[config.mk]
export PLATFORM = sky130hd
export DESIGN_NAME = sliding_window_trimmed_mean_unit
export DESIGN_NICKNAME = d
export VERILOG_FILES = /design/src/hw/rtl/swtm_pkg.sv /design/src/hw/rtl/sliding_window_trimmed_mean_unit.sv /design/src/hw/rtl/swtm_ram.sv /design/src/hw/rtl/swtm_dp.sv /design/src/hw/rtl/swtm_ctrl.sv
export SDC_FILE = /design/constraint.sdc
export NUM_CORES = 1
export LEC_CHECK = 0
export BUFFER_PORTS_ARGS = -buffer_cell sky130_fd_sc_hd__buf_2
export CORE_UTILIZATION = 65
export CTS_BUF_LIST = sky130_fd_sc_hd__clkbuf_16
export CTS_CLUSTER_DIAMETER = 60
export CTS_CLUSTER_SIZE = 8
export DETAILED_ROUTE_END_ITERATION = 10
export GPL_TIMING_DRIVEN = 0
export PLACE_DENSITY_LB_ADDON = 0.15
export SETUP_SLACK_MARGIN = 0.4
export SLEW_MARGIN = 30
export SYNTH_ARGS = -nofsm -noshare
export SYNTH_HDL_FRONTEND = slang
export SYNTH_HIERARCHICAL = 1
export SYNTH_SLANG_ARGS = --single-unit
[constraint.sdc]
create_clock -name clk -period 9 [get_ports clk]
set_input_delay 1.35 -clock clk [delete_from_list [all_inputs] [get_ports clk]]
set_output_delay 1.35 -clock clk [all_outputs]
set_load 0.01 [all_outputs]
[src/hw/rtl/swtm_pkg.sv]
// package for the sliding window trimmed mean unit
// shared widths, parameter defaults and the controller to datapath command word
package swtm_pkg;

    localparam int SAMPLE_W = 12;
    localparam int TDATA_W  = ((SAMPLE_W + 7) / 8) * 8;

    localparam int WINDOW_LENGTH_DEF = 13;
    localparam int TRIM_COUNT_DEF    = 5;

    typedef struct packed {
        logic capture;
        logic remove;
        logic insert;
        logic rotate;
        logic acc_clear;
        logic acc_en;
        logic divide;
        logic load_out;
    } swtm_cmd_t;

endpackage

[src/hw/rtl/sliding_window_trimmed_mean_unit.sv]
// top level of the sliding window trimmed mean unit
// depends on swtm_pkg, swtm_ctrl, swtm_dp (and swtm_ram through swtm_dp)
//
// channel   dir   word
// s_axis    in    tdata[11:0] sample, upper bits zero
// m_axis    out   tdata[11:0] baseline, upper bits zero
//
// a new word is accepted only after the previous result has been loaded for output
// each word passes remove, insert, the rotating walk over the sorted row and divide
// reset loads the sorted row with 0..length-1; the window ram needs no clearing pass
// a result waits in the output register; the next word is accepted meanwhile
// a held result stalls the following word only at its final load
module sliding_window_trimmed_mean_unit #(
    parameter int WINDOW_LENGTH = swtm_pkg::WINDOW_LENGTH_DEF,
    parameter int TRIM_COUNT    = swtm_pkg::TRIM_COUNT_DEF
) (
    input  logic                         clk,
    input  logic                         rst_n,
    input  logic                         s_axis_tvalid,
    output logic                         s_axis_tready,
    input  logic [swtm_pkg::TDATA_W-1:0] s_axis_tdata,   // sample
    output logic                         m_axis_tvalid,
    input  logic                         m_axis_tready,
    output logic [swtm_pkg::TDATA_W-1:0] m_axis_tdata    // baseline
);
    import swtm_pkg::*;

    localparam int TRIM_EFF = (2 * TRIM_COUNT >= WINDOW_LENGTH) ?
                              (WINDOW_LENGTH - 1) / 2 : TRIM_COUNT;
    localparam int COUNT_N  = WINDOW_LENGTH - 2 * TRIM_EFF;

    swtm_cmd_t           cmd;
    logic [SAMPLE_W-1:0] baseline;

    swtm_ctrl #(
        .WINDOW_LENGTH (WINDOW_LENGTH),
        .TRIM          (TRIM_EFF),
        .COUNT_N       (COUNT_N)
    ) u_ctrl (
        .clk       (clk),
        .rst_n     (rst_n),
        .in_valid  (s_axis_tvalid),
        .in_ready  (s_axis_tready),
        .out_valid (m_axis_tvalid),
        .out_ready (m_axis_tready),
        .cmd       (cmd)
    );

    swtm_dp #(
        .WINDOW_LENGTH (WINDOW_LENGTH),
        .COUNT_N       (COUNT_N)
    ) u_dp (
        .clk      (clk),
        .rst_n    (rst_n),
        .cmd      (cmd),
        .sample   (s_axis_tdata[SAMPLE_W-1:0]),
        .baseline (baseline)
    );

    assign m_axis_tdata = {{(TDATA_W-SAMPLE_W){1'b0}}, baseline};

endmodule

[src/hw/rtl/swtm_ram.sv]
// generic single port ram with registered read
// no dependencies
module swtm_ram #(
    parameter int WIDTH = 12,
    parameter int DEPTH = 13
) (
    input  logic                     clk,
    input  logic                     wr_en,
    input  logic [$clog2(DEPTH)-1:0] addr,
    input  logic [WIDTH-1:0]         wr_data,
    output logic [WIDTH-1:0]         rd_data
);

    logic [WIDTH-1:0] mem [DEPTH];
    logic [WIDTH-1:0] rd_data_reg;

    always_ff @(posedge clk)
    begin
        if (wr_en)
        begin
            mem[addr] <= wr_data;
        end
        rd_data_reg <= mem[addr];
    end

    assign rd_data = rd_data_reg;

endmodule

[src/hw/rtl/swtm_dp.sv]
// datapath: window ram, sorted row of cells, accumulator and reciprocal divider
// depends on swtm_pkg and swtm_ram
module swtm_dp #(
    parameter int WINDOW_LENGTH = swtm_pkg::WINDOW_LENGTH_DEF,
    parameter int COUNT_N       = 3
) (
    input  logic                          clk,
    input  logic                          rst_n,
    input  swtm_pkg::swtm_cmd_t           cmd,
    input  logic [swtm_pkg::SAMPLE_W-1:0] sample,
    output logic [swtm_pkg::SAMPLE_W-1:0] baseline
);
    import swtm_pkg::*;

    localparam int SLOT_W  = $clog2(WINDOW_LENGTH);
    localparam int CNT_W   = $clog2(COUNT_N + 1);
    localparam int SUM_W   = SAMPLE_W + CNT_W;
    localparam int SHIFT   = SUM_W + $clog2(COUNT_N);
    localparam int RECIP_W = SUM_W + 1;
    localparam int PROD_W  = SUM_W + RECIP_W;
    localparam logic [RECIP_W-1:0] RECIP =
        RECIP_W'(((64'd1 << SHIFT) + 64'(COUNT_N) - 64'd1) / 64'(COUNT_N));
    localparam logic [SLOT_W-1:0] SLOT_LAST = SLOT_W'(WINDOW_LENGTH - 1);

    logic [SAMPLE_W-1:0] row_reg [WINDOW_LENGTH];
    logic [SAMPLE_W-1:0] rem_row [WINDOW_LENGTH];
    logic [SAMPLE_W-1:0] ins_row [WINDOW_LENGTH];
    logic [SAMPLE_W-1:0] sample_reg;
    logic [SAMPLE_W-1:0] rd_data;
    logic [SAMPLE_W-1:0] old_value;
    logic [SLOT_W-1:0]   slot_reg;
    logic                first_lap_reg;
    logic [SUM_W-1:0]    acc_reg;
    logic [PROD_W-1:0]   product;
    logic [SAMPLE_W-1:0] quo_reg;
    logic [SAMPLE_W-1:0] baseline_reg;
    logic                row_sorted;

    swtm_ram #(
        .WIDTH (SAMPLE_W),
        .DEPTH (WINDOW_LENGTH)
    ) u_window (
        .clk     (clk),
        .wr_en   (cmd.remove),
        .addr    (slot_reg),
        .wr_data (sample_reg),
        .rd_data (rd_data)
    );

    // in the first lap, slots not yet written count as holding their reset value, the slot index
    assign old_value = first_lap_reg ? {{(SAMPLE_W-SLOT_W){1'b0}}, slot_reg} : rd_data;

    // drop the first entry equal to the old value, close the gap
    always_comb
    begin
        logic seen;
        seen = 1'b0;
        for (int i = 0; i < WINDOW_LENGTH; i++)
        begin
            seen = seen | (row_reg[i] == old_value);
            if (seen && (i < WINDOW_LENGTH - 1))
            begin
                rem_row[i] = row_reg[(i < WINDOW_LENGTH - 1) ? i + 1 : i];
            end
            else
            begin
                rem_row[i] = row_reg[i];
            end
        end
    end

    // insert after all entries <= new sample among the first length-1 cells
    always_comb
    begin
        logic run;
        logic prev;
        run  = 1'b1;
        prev = 1'b1;
        for (int i = 0; i < WINDOW_LENGTH; i++)
        begin
            prev = run;
            if (i < WINDOW_LENGTH - 1)
            begin
                run = run & (row_reg[i] <= sample_reg);
            end
            else
            begin
                run = 1'b0;
            end
            if (run)
            begin
                ins_row[i] = row_reg[i];
            end
            else if (prev)
            begin
                ins_row[i] = sample_reg;
            end
            else
            begin
                ins_row[i] = row_reg[(i == 0) ? 0 : i - 1];
            end
        end
    end

    always_ff @(posedge clk or negedge rst_n)
    begin
        if (!rst_n)
        begin
            for (int i = 0; i < WINDOW_LENGTH; i++)
            begin
                row_reg[i] <= SAMPLE_W'(i);
            end
            slot_reg      <= '0;
            first_lap_reg <= 1'b1;
        end
        else
        begin
            if (cmd.remove)
            begin
                row_reg <= rem_row;
                if (slot_reg == SLOT_LAST)
                begin
                    slot_reg      <= '0;
                    first_lap_reg <= 1'b0;
                end
                else
                begin
                    slot_reg <= slot_reg + SLOT_W'(1);
                end
            end
            else if (cmd.insert)
            begin
                row_reg <= ins_row;
            end
            else if (cmd.rotate)
            begin
                for (int i = 0; i < WINDOW_LENGTH; i++)
                begin
                    row_reg[i] <= row_reg[(i + 1) % WINDOW_LENGTH];
                end
            end
        end
    end

    // floor of sum / count by multiplying with a rounded-up reciprocal
    assign product = PROD_W'(acc_reg) * PROD_W'(RECIP);

    always_ff @(posedge clk)
    begin
        if (cmd.capture)
        begin
            sample_reg <= sample;
        end
        if (cmd.acc_clear)
        begin
            acc_reg <= '0;
        end
        else if (cmd.acc_en)
        begin
            acc_reg <= acc_reg + {{CNT_W{1'b0}}, row_reg[0]};
        end
        if (cmd.divide)
        begin
            quo_reg <= product[SHIFT +: SAMPLE_W];
        end
        if (cmd.load_out)
        begin
            baseline_reg <= quo_reg;
        end
    end

    assign baseline = baseline_reg;

    always_comb
    begin
        row_sorted = 1'b1;
        for (int i = 0; i < WINDOW_LENGTH - 1; i++)
        begin
            row_sorted = row_sorted & (row_reg[i] <= row_reg[i + 1]);
        end
    end

`ifndef NO_ASSERTIONS
    a_sorted_after_insert: assert property (@(posedge clk) disable iff (!rst_n)
        cmd.insert |=> row_sorted)
        else $error("sorted row out of order after insert");

    a_first_lap_ends_at_wrap: assert property (@(posedge clk) disable iff (!rst_n)
        $fell(first_lap_reg) |-> (slot_reg == '0))
        else $error("first lap ended away from slot zero");
`endif

endmodule

[src/hw/rtl/swtm_ctrl.sv]
// controller: sequences capture, remove, insert, summing walk, divide and output load
// depends on swtm_pkg
module swtm_ctrl #(
    parameter int WINDOW_LENGTH = swtm_pkg::WINDOW_LENGTH_DEF,
    parameter int TRIM          = swtm_pkg::TRIM_COUNT_DEF,
    parameter int COUNT_N       = 3
) (
    input  logic                clk,
    input  logic                rst_n,
    input  logic                in_valid,
    output logic                in_ready,
    output logic                out_valid,
    input  logic                out_ready,
    output swtm_pkg::swtm_cmd_t cmd
);
    import swtm_pkg::*;

    localparam int STEP_W   = $clog2(WINDOW_LENGTH + 1);
    localparam logic [STEP_W-1:0] SUM_LAST = STEP_W'(WINDOW_LENGTH - 1);
    localparam logic [STEP_W-1:0] MID_LO   = STEP_W'(TRIM);
    localparam logic [STEP_W-1:0] MID_HI   = STEP_W'(TRIM + COUNT_N);

    typedef enum logic [2:0] {
        S_IDLE,
        S_REMOVE,
        S_INSERT,
        S_SUM,
        S_DIV,
        S_OUT
    } state_t;

    state_t            state_reg, state_next;
    logic [STEP_W-1:0] step_reg, step_next;
    logic              out_valid_reg, out_valid_next;
    logic              accept;

    assign in_ready  = (state_reg == S_IDLE);
    assign accept    = in_ready && in_valid;
    assign out_valid = out_valid_reg;

    always_comb
    begin
        state_next = state_reg;
        step_next  = step_reg;
        cmd        = '0;
        case (state_reg)
            S_IDLE:
            begin
                if (accept)
                begin
                    cmd.capture = 1'b1;
                    state_next  = S_REMOVE;
                end
            end
            S_REMOVE:
            begin
                cmd.remove = 1'b1;
                state_next = S_INSERT;
            end
            S_INSERT:
            begin
                cmd.insert    = 1'b1;
                cmd.acc_clear = 1'b1;
                step_next     = '0;
                state_next    = S_SUM;
            end
            S_SUM:
            begin
                cmd.rotate = 1'b1;
                cmd.acc_en = (step_reg >= MID_LO) && (step_reg < MID_HI);
                step_next  = step_reg + STEP_W'(1);
                if (step_reg == SUM_LAST)
                begin
                    state_next = S_DIV;
                end
            end
            S_DIV:
            begin
                cmd.divide = 1'b1;
                step_next  = '0;
                state_next = S_OUT;
            end
            S_OUT:
            begin
                if (!out_valid_reg || out_ready)
                begin
                    cmd.load_out = 1'b1;
                    state_next   = S_IDLE;
                end
            end
            default:
            begin
                state_next = S_IDLE;
            end
        endcase
    end

    always_comb
    begin
        out_valid_next = out_valid_reg;
        if (cmd.load_out)
        begin
            out_valid_next = 1'b1;
        end
        else if (out_ready)
        begin
            out_valid_next = 1'b0;
        end
    end

    always_ff @(posedge clk or negedge rst_n)
    begin
        if (!rst_n)
        begin
            state_reg     <= S_IDLE;
            step_reg      <= '0;
            out_valid_reg <= 1'b0;
        end
        else
        begin
            state_reg     <= state_next;
            step_reg      <= step_next;
            out_valid_reg <= out_valid_next;
        end
    end

`ifndef NO_ASSERTIONS
    a_load_into_free_slot: assert property (@(posedge clk) disable iff (!rst_n)
        cmd.load_out |-> (!out_valid_reg || out_ready))
        else $error("result loaded over a word not yet taken");

    a_accept_starts_work: assert property (@(posedge clk) disable iff (!rst_n)
        accept |=> (state_reg == S_REMOVE))
        else $error("accepted word did not start processing");

    a_walk_starts_at_zero: assert property (@(posedge clk) disable iff (!rst_n)
        (state_reg == S_INSERT) |=> (state_reg == S_SUM && step_reg == '0))
        else $error("summing walk did not start at cell zero");
`endif

endmodule
---- After elaboration in Yosys (flattened, before gate mapping) ----
Memory sizes are Yosys's and may differ from the RTL's. A register that Yosys moved wholly into a read port is not among the register bits.
Cells that the tools add are included.
cells by class
  $add $sub $neg .......................... 3
  $mul .................................... 1
  magnitude comparators ................... 14
  equality and inequality tests ........... 46
  multiplexer cells ....................... 59
  bitwise logic cells ..................... 23
  reductions and logical operators ........ 25
operators by type and width
  operator                                                                              count
  156-bit two-way mux                                                                   3
  12-bit two-way mux                                                                    37
  12-bit equality test                                                                  12
  12-bit less-or-equal comparator                                                       12
  3-bit AND reduction                                                                   13
  3-bit != test (second input constant)                                                 12
  2-bit by 1-bit != test with 1-bit output (second input constant)                      14
  14-bit by 14-bit multiplier with 27-bit output (second input constant)                1
  3-bit case mux with 6 select lines                                                    1
  14-bit by 12-bit adder with 14-bit output                                             1
  1-bit two-way mux                                                                     13
  1-bit bitwise AND                                                                     11
  1-bit OR                                                                              11
  3-bit two-way mux                                                                     3
  4-bit by 1-bit adder with 4-bit output (second input constant)                        2
  4-bit equality test (second input constant)                                           2
  4-bit case mux with 2 select lines                                                    1
  3-bit by 2-bit equality test with 1-bit output (second input constant)                2
  3-bit equality test (second input constant)                                           2
  2-bit nonzero test                                                                    3
  4-bit by 3-bit greater-or-equal comparator with 1-bit output (second input constant)  1
  4-bit < comparator (second input constant)                                            1
  4-bit two-way mux                                                                     1
  2-bit AND reduction                                                                   2
  9 further kinds                                                                       10
word-level totals
  register bits after elaboration ......... 219
  memory bits (writable) .................. 156
  input port bits ......................... 20
  word-level logic and storage cells ...... 194
  memories ................................ 1
memory list
  name               words  width  read ports  clocked after memory_dff  write ports  line            RTL
  u_dp.u_window.mem  13     12     1           1                         1            swtm_ram.sv:14  logic [WIDTH-1:0] mem [DEPTH];

---- Longest topological paths before layout ----
Gate-level depths: netlist (run 1).
  word-level depth ........................ 15
  gate-level depth with buffers ........... 20
  depth with buffers taken out ............ 20

---- Modules after synthesis ----
The synthesis (run 1) kept the hierarchy.
by module, submodules not included
  module                            times used  cells each  area each (um2)  sequential area each (um2)
  swtm_dp                           1           2210        20412.1          5418.9
  swtm_ram                          1           278         6299.8           4924.7
  swtm_ctrl                         1           61          603.1            200.2
  sliding_window_trimmed_mean_unit  1           5           33.8             0.0

---- Worst setup path after synthesis (run 1) ----
Ideal clock, no wire load.
  kind .................................... register to register
  from .................................... register u_dp.acc_reg[4]
  to ...................................... register u_dp.quo_reg[11] (data pin)
  setup time .............................. 0.260 ns
  arrival time ............................ 4.740 ns
  required time ........................... 8.740 ns
  path slack .............................. 4.000 ns
  cell stages (with the launch flop) ...... 21
  buffers on the path ..................... 0
  period minus slack after synthesis ...... 5.000 ns
  cells stage by stage .................... dfxtp_1 > ha_1 > inv_1 > fa_1 > fa_1 > inv_1 > fa_1 > inv_1 > fa_1 > inv_1 > ha_1 > ha_1 > a21oi_1 > nand2_1 > a21oi_1 > nor2_1 > a21oi_1 > a311oi_1 > a211o_1 > a21oi_1 > xnor2_1
on the way
  longest elaborated chain between the ends .. 1
ends and longest elaborated chain
  item                                            line            RTL
  from (decl)                                     swtm_dp.sv:33   logic [SUM_W-1:0] acc_reg;
  from (signal assigned)                          swtm_dp.sv:160  acc_reg <= acc_reg + {{CNT_W{1'b0}}, row_reg[0]};
  14-bit by 14-bit multiplier with 27-bit output  swtm_dp.sv:146  assign product = PROD_W'(acc_reg) * PROD_W'(RECIP);
  via u_dp.product[27]                            swtm_dp.sv:34   logic [PROD_W-1:0] product;
  to (signal assigned)                            swtm_dp.sv:164  quo_reg <= product[SHIFT +: SAMPLE_W];
  to (decl)                                       swtm_dp.sv:35   logic [SAMPLE_W-1:0] quo_reg;
The timed path passes the listed nets, and every way through them passes these cells.
A chain may end at the register's enable or synchronous reset.

---- Final worst setup path (run 1) ----
  from .................................... register u_dp.sample_reg[8]
  to ...................................... register u_dp/row_reg[29] (netlist bit)
on the way
  longest elaborated chain between the ends .. 14
  elaborated cells on any way between the ends .. 27
ends and longest elaborated chain
  item                             line            RTL
  from (decl)                      swtm_dp.sv:28   logic [SAMPLE_W-1:0] sample_reg;
  from (signal assigned)           swtm_dp.sv:152  sample_reg <= sample;
  12-bit less-or-equal comparator  swtm_dp.sv:84   run = run & (row_reg[i] <= sample_reg);
  1-bit bitwise AND (9 in a row)   swtm_dp.sv:84
  12-bit two-way mux               swtm_dp.sv:94   else if (prev)
  12-bit two-way mux               swtm_dp.sv:90   if (run)
  156-bit two-way mux              swtm_dp.sv:131  else if (cmd.insert)
  156-bit two-way mux              swtm_dp.sv:118  if (cmd.remove)
  to (signal assigned)             swtm_dp.sv:120  row_reg <= rem_row;
  to (signal assigned)             swtm_dp.sv:133  row_reg <= ins_row;
  to (signal, indexed assignment)  swtm_dp.sv:139  row_reg[i] <= row_reg[(i + 1) % WINDOW_LENGTH];
  to (decl)                        swtm_dp.sv:25   logic [SAMPLE_W-1:0] row_reg [WINDOW_LENGTH];
Several ways; a longest one is shown, not always the timed one. The select of a mux whose other input is x is not followed.

==> results of run 1 <==
layout make-up:
class / count / area, sq um
fillers: 2857 / 11100
repair buffers: 38 / 274
multi-input cells: 1862 / 15500
plain buffers: 154 / 788
clock buffers: 56 / 1400
clock inverters: 50 / 278
inverters: 154 / 578
well taps: 532 / 666
flip-flops and latches: 387 / 10500
cells in the mapped netlist, types with 83 or more instances:
| cell type | n |
|---|---|
| nor2_1 | 142 |
| inv_1 | 153 |
| dfrtp_1 | 146 |
| o21ai_0 | 155 |
| nand2_1 | 165 |
| a21oi_1 | 136 |
| ha_1 | 250 |
| edfxtp_1 | 192 |
| a31oi_1 | 83 |
| mux2i_1 | 119 |
| xnor2_1 | 95 |
| mux2_2 | 119 |
power by group through the flow:
stage / registers, W / logic [W] / clock network [W]
6_report: 0.00353 / 0.00636 / 0.00194
5_1_grt: 0.00351 / 0.00680 / 0.00204
4_1_cts: 0.00343 / 0.00615 / 0.00196
3_5_place_dp: 0.00346 / 0.00606 / 0
3_3_place_gp: 0.00344 / 0.00580 / 0
2_1_floorplan: 0.00295 / 0.00465 / 0
metrics by stage:
stage | total power (W) | util | cells | instance area (sq um) | worst slack, ns
finish | 0.0118 | 0.729 | 3233 | 30100 | 2.56
CTS | 0.0115 | 0.729 | 3233 | 30000 | 3.29
floorplan | 0.00759 | - | 2557 | 27400 | 4.00
detailed placement | 0.00952 | 0.688 | 3127 | 28400 | 3.34
global route | 0.0124 | 0.729 | 3233 | 30100 | 2.61
global placement | 0.00924 | 0.684 | 3118 | 28200 | 3.47
placed cells by master, fill, tap and decap left out, types with 16 or more instances in the layout:
master       n
a31oi_1     83
nand3_1     51
dfstp_2     23
nand2_1    165
xnor2_1     95
mux2_2     119
clkbuf_1    67
a21o_1      28
ha_1       250
inv_1      194
xor2_1      24
nand4_1     43
edfxtp_1   192
buf_4       22
buf_2       69
o211ai_1    17
o22ai_1     29
mux2i_1    119
o21ai_0    155
nor2_1     133
mux4_1      26
o32ai_1     35
clkbuf_16   56
nor4bb_1    33
dfxtp_1     26
fa_1        57
dfrtp_1    146
a21oi_1    136
nor2b_1     17
nand2b_1    16
nor3_1      28
logic make-up after synthesis:
kind of cell	synth area share
adders and majority gates	0.156
DFF	0.386
buffers and inverters	0.0495
other	0.000137
AOI/OAI and AO/OA	0.131
and+or+nand+nor	0.108
muxes	0.131
xor gates and xnor gates	0.0381
worst max-delay path: stages (launching register included):
cell       delay [ns]
edfxtp_1         0.84
clkinv_1         1.11
ha_1             0.68
nand4_1          0.15
or3_1            0.39
o41a_1           0.13
buf_6            0.15
nor3_2           0.78
nand4_2          0.62
nor2_1           0.54
o2bb2ai_1        0.24
buf_4            0.26
mux2_2           0.35
worst paths after layout:
path / start / end / slack, ns / depth (start not counted)
worst min register to register: u_dp/quo_reg[11] / u_dp/baseline[11] / 0.42 / 0
worst min-delay path: u_dp/quo_reg[11] / u_dp/baseline[11] / 0.42 / 0
worst max-delay path: u_dp/sample_reg[8] / u_dp/row_reg[29] / 2.56 / 12
min in group asynchronous: rst_n / u_ctrl/state_reg[1] / 0.55 / 1
max in group asynchronous: rst_n / u_dp/row_reg[121] / 7.42 / 3
worst max register to register: u_dp/sample_reg[8] / u_dp/row_reg[29] / 2.56 / 12
routing by layer:
| layer | up-vias | global-route usage | share of wire | wire (um) |
|---|---|---|---|---|
| met3 | 483 | 0.124 | 0.12 | 10800 |
| met4 | 4 | 0.272 | 0.072 | 6600 |
| met5 | - | 0 | 0.00027 | 25 |
| li1 | 9699 | - | - | - |
| met2 | 1610 | 0.647 | 0.44 | 40300 |
| met1 | 11100 | 0.533 | 0.37 | 33400 |
==> run summary, run 1 <==
Leak = 13.0 nW
Gate power share = 0.537
hpwl dp = 62600 um
Seq cells post-synth = 387
Die Y = 207 um
root buf cell = clkbuf_16
Max-Cap Viols = 0
Max Slew Vio Count = 0
Power Density = 394 mW/mm^2
Fmax achieved = 155 MHz
ys flop type = edfxtp_1
chip width = 207 um
max reg flops = 156
H-Tree Depth = 2
CP Launch Type = register
maximum clock path buffer count = 3
TritonCTS Buffers = 56
first-pass GRT wire length = 137000 um
worst hold path class = register to register
clk_skew = 0.0581 ns
area of the die = 0.0429 sq mm
postcts setup bufs = 0
vias = 22900
area leader, netlist = edfxtp_1
GPL Wtd Cong = 0.988
Inserted Diodes = 0
peak supply drop = 0.247 mV
Worst Path Max Fanout = 16
# clock sinks = 387
Area Growth Syn to Fin = 9.90%
GR Util All Layers = 0.425
Post-Synthesis Cell Area = 0.0273 sq mm
area of the core = 0.0412 sq mm
Sw Ratio = 0.468
Synth Warn # = 6
routed vias/inst = 7.08
Min Hold Slack = 0.416 ns
WP data arrival = 6.93 ns
number of nets still failing antenna checks after routing = 0
final wirelength = 91100 um
post-synthesis cell count = 2554
ys async rst share = 0.437
io pins = 38
drt initial violations = 2989
post-CTS sizing = 0
DR pass1 iterations = 8
post-synth top area share = 0.211
Port-buffer cells = 29
clock group share of total power = 0.164
WS Path Type = register to register
initial antenna violation count = 2
sequential area share after synthesis = 0.386
synth unique cells = 90
NetSw = 0.00554 W
Tcrit/Tclk final = 0.716
internal power = 0.00630 W
wire per inst = 28.2 um
vias in the first global route = 22900
Seq pwr share = 0.298
Hold Buf Count CTS = 0
total grt overflow = 0
CTS tree = done
status = finished clean
worst-margin pin slew = 1.12 ns
clk_lat worst skew = 0.65 ns
Row Count = 74
Net count, final = 2980
syn avg cell area = 10.7 sq um
Setup crit end kind = register
setup TNS = 0 ns
largest net degree at the start of global routing = 85
worst path required time = 9.48 ns
endpoints failing hold = 0
layout cell share with drive strength beyond 1 = 0.142
RSZ-0062 raised after global routing = no
count of final setup violators = 0
Slew headroom = 0.250
number of synthesized flops with an enable pin = 192
CTS clk-pin slew, worst paths = 0.05 ns
drt drc = 0
cells taking the most area after synthesis = edfxtp_1, dfrtp_1, ha_1
Final min period = 6.44 ns
Initial Utilization = 0.664
(Power assumes the default switching activity.)
==> run 2, diff against run 1 <==
CORE_UTILIZATION = 59   (was 65)
clock period = 5.7 ns   (was 9 ns; I/O delays follow)
==> run 2 against run 1 <==
  * Design area increased by 1.8%
  * Fmax increased by 24%
  * Sequential cell count stayed put
  * Register-to-register slack lost 2.1 ns
  * Largest cell class unchanged
  * Clock skew down 0.024 ns
==> run summary, run 2 (synthesis gave the netlist of run 1 again) <==
reg-to-reg slack, setup = 0.49 ns (-2.07 ns)
Leak = 13.1 nW (+0.95%)
max reg flops = 156 (unchanged)
initial antenna violation count = 2 (unchanged)
GR Util All Layers = 0.392 (-0.0329)
io pins = 38 (unchanged)
RSZ-0062 raised after global routing = yes
Finished Cell Area = 0.0306 sq mm (+1.8%)
worst reg2reg startpoint = u_dp/acc_reg[1]
Slew headroom = 0.278 (+0.0279)
CTS tree = done
most common cell after layout, fill and taps aside = ha_1
largest net degree at the start of global routing = 82 (-3.5%)
drt initial violations = 2604 (-13%)
area of the die = 0.0472 sq mm (+10%)
Power Density = 614 mW/mm^2 (+56%)
Initial Utilization = 0.600 (-0.0637)
# clock sinks = 387 (unchanged)
Inserted Diodes = 0 (unchanged)
endpoints failing hold = 0 (unchanged)
Power Total = 0.0188 W (+59%)
Fmax achieved = 192 MHz (+24%)
Final min period = 5.21 ns (-1.23 ns)
Setup crit end kind = register
WP data arrival = 5.58 ns (-1.35 ns)
Port-buffer cells = 29 (unchanged)
H-Tree Depth = 2 (unchanged)
DR pass1 iterations = 7 (-1)
hpwl dp = 62800 um (+0.24%)
layout cell share with drive strength beyond 1 = 0.165 (+0.0231)
Max-Cap Viols = 0 (unchanged)
total grt overflow = 0 (unchanged)
Net count, final = 3013 (+1.1%)
maximum clock path buffer count = 3 (unchanged)
first-pass GRT wire length = 137000 um (about the same)
GPL Wtd Cong = 0.982 (-0.61%)
worst-margin pin slew = 1.08 ns (-0.0418 ns)
Placed Cells = 3195 (+2.2%)
routed vias/inst = 6.77 (-4.3%)
status = finished clean
chip width = 217 um (+4.9%)
Worst Path Max Fanout = 7 (-9)
Max Slew Vio Count = 0 (unchanged)
wire per inst = 27.6 um (-2.1%)
final wirelength = 92000 um (+0.94%)
TritonCTS Buffers = 57 (+1.8%)
Post-DP Area = 0.0285 sq mm (+0.32%)
vias in the first global route = 22200 (-3.1%)
drt drc = 0 (unchanged)
clk_skew = 0.0342 ns (-0.0239 ns)
Final Non-Filler Cells = 3335 (+3.2%)
Critical Path Source = u_dp/acc_reg[1]
CP Launch Type = register
number of nets still failing antenna checks after routing = 0 (unchanged)
peak supply drop = 0.407 mV (+65%)
count of final setup violators = 0 (unchanged)
most frequent cells in the layout = ha_1, edfxtp_1, inv_1, nand2_1, o21ai_0
worst path required time = 6.07 ns (-3.41 ns)
CTS clk-pin slew, worst paths = 0.05 ns (about the same)
Setup WS pre-CTS = 0.0476 ns (-3.30 ns)
worst hold path class = primary input to asynchronous set/reset pin
Tcrit/Tclk final = 0.914 (+0.198)
root buf cell = clkbuf_16
vias = 22600 (-1.3%)
setup TNS = 0 ns (unchanged)
area of the core = 0.0456 sq mm (+11%)
Die Y = 217 um (+4.9%)
Row Count = 78 (+5.4%)
clk_lat worst skew = 0.65 ns (about the same)
WS Path Type = register to register
Final WS setup = 0.492 ns (-2.07 ns)
Area Growth Syn to Fin = 11.9%
-- run 2: metal layers --
| layer | GRT usage | vias up | wire length [um] |
|---|---|---|---|
| li1 | - | 9777 | - |
| met1 | 0.514 | 11000 | 35900 |
| met2 | 0.582 | 1421 | 39500 |
| met3 | 0.113 | 355 | 10700 |
| met4 | 0.217 | 8 | 5760 |
| met5 | 0.0156 | - | 179 |
-- run 2: final cells by class --
| cell class | count | area (sq um) |
|---|---|---|
| Buffer | 154 | 790 |
| Clock buffer | 57 | 1430 |
| Clock inverter | 51 | 317 |
| Fill cell | 3487 | 15000 |
| Inverter | 154 | 616 |
| Multi-Input combinational cell | 1862 | 15600 |
| Sequential cell | 387 | 10600 |
| Tap cell | 600 | 751 |
| Timing Repair Buffer | 70 | 518 |
-- run 2: worst max-delay path: stages, from the launching register on --
cell and delay (ns):
dfxtp_4 0.38, ha_4 0.30, inv_1 0.05, fa_1 0.48, fa_1 0.58, inv_1 0.07, fa_1 0.54, inv_1 0.06
fa_1 0.52, inv_1 0.04, ha_1 0.32, ha_4 0.26, nand3_1 0.08, nand2_1 0.07, a21oi_2 0.15, nor2_1 0.07
a21oi_2 0.18, a311oi_2 0.16, a211o_1 0.37, a21oi_2 0.16, xnor2_1 0.11
-- run 2: path summary, 6_finish.rpt --
| kind | end | cells past startpoint |
|---|---|---|
| hold / removal | u_ctrl/state_reg[1] | 1 |
| min in group clk | u_dp/sample_reg[8] | 1 |
| setup / recovery | u_dp/quo_reg[11] | 20 |
| setup reg to reg | u_dp/quo_reg[11] | 20 |
| hold reg to reg | u_dp/baseline[1] | 0 |
| max in group asynchronous | u_dp/row_reg[74] | 3 |
-- run 2: timing repair --
action / in CTS / in global routing
hold buffers: 0 / 0
setup endpoints to repair: 53 / 38
pin swaps: 1 / 7
resized for setup: 22 / 20
setup buffers: 24 / 8
-- run 2: metrics by stage --
| step | util | hold slack [ns] |
|---|---|---|
| 2_1_floorplan | - | 0.400 |
| 3_3_place_gp | 0.620 | 0.405 |
| 3_5_place_dp | 0.624 | 0.405 |
| 4_1_cts | 0.668 | 0.0355 |
| 5_1_grt | 0.672 | 0.0383 |
| 6_report | 0.672 | 0.0516 |
-- run 2: where the power goes --
group / switching (W) / internal (W)
clock: 0.00130 / 0.00189
sequential: 0.00175 / 0.00383
combinational: 0.00565 / 0.00438
total: 0.00870 / 0.0101
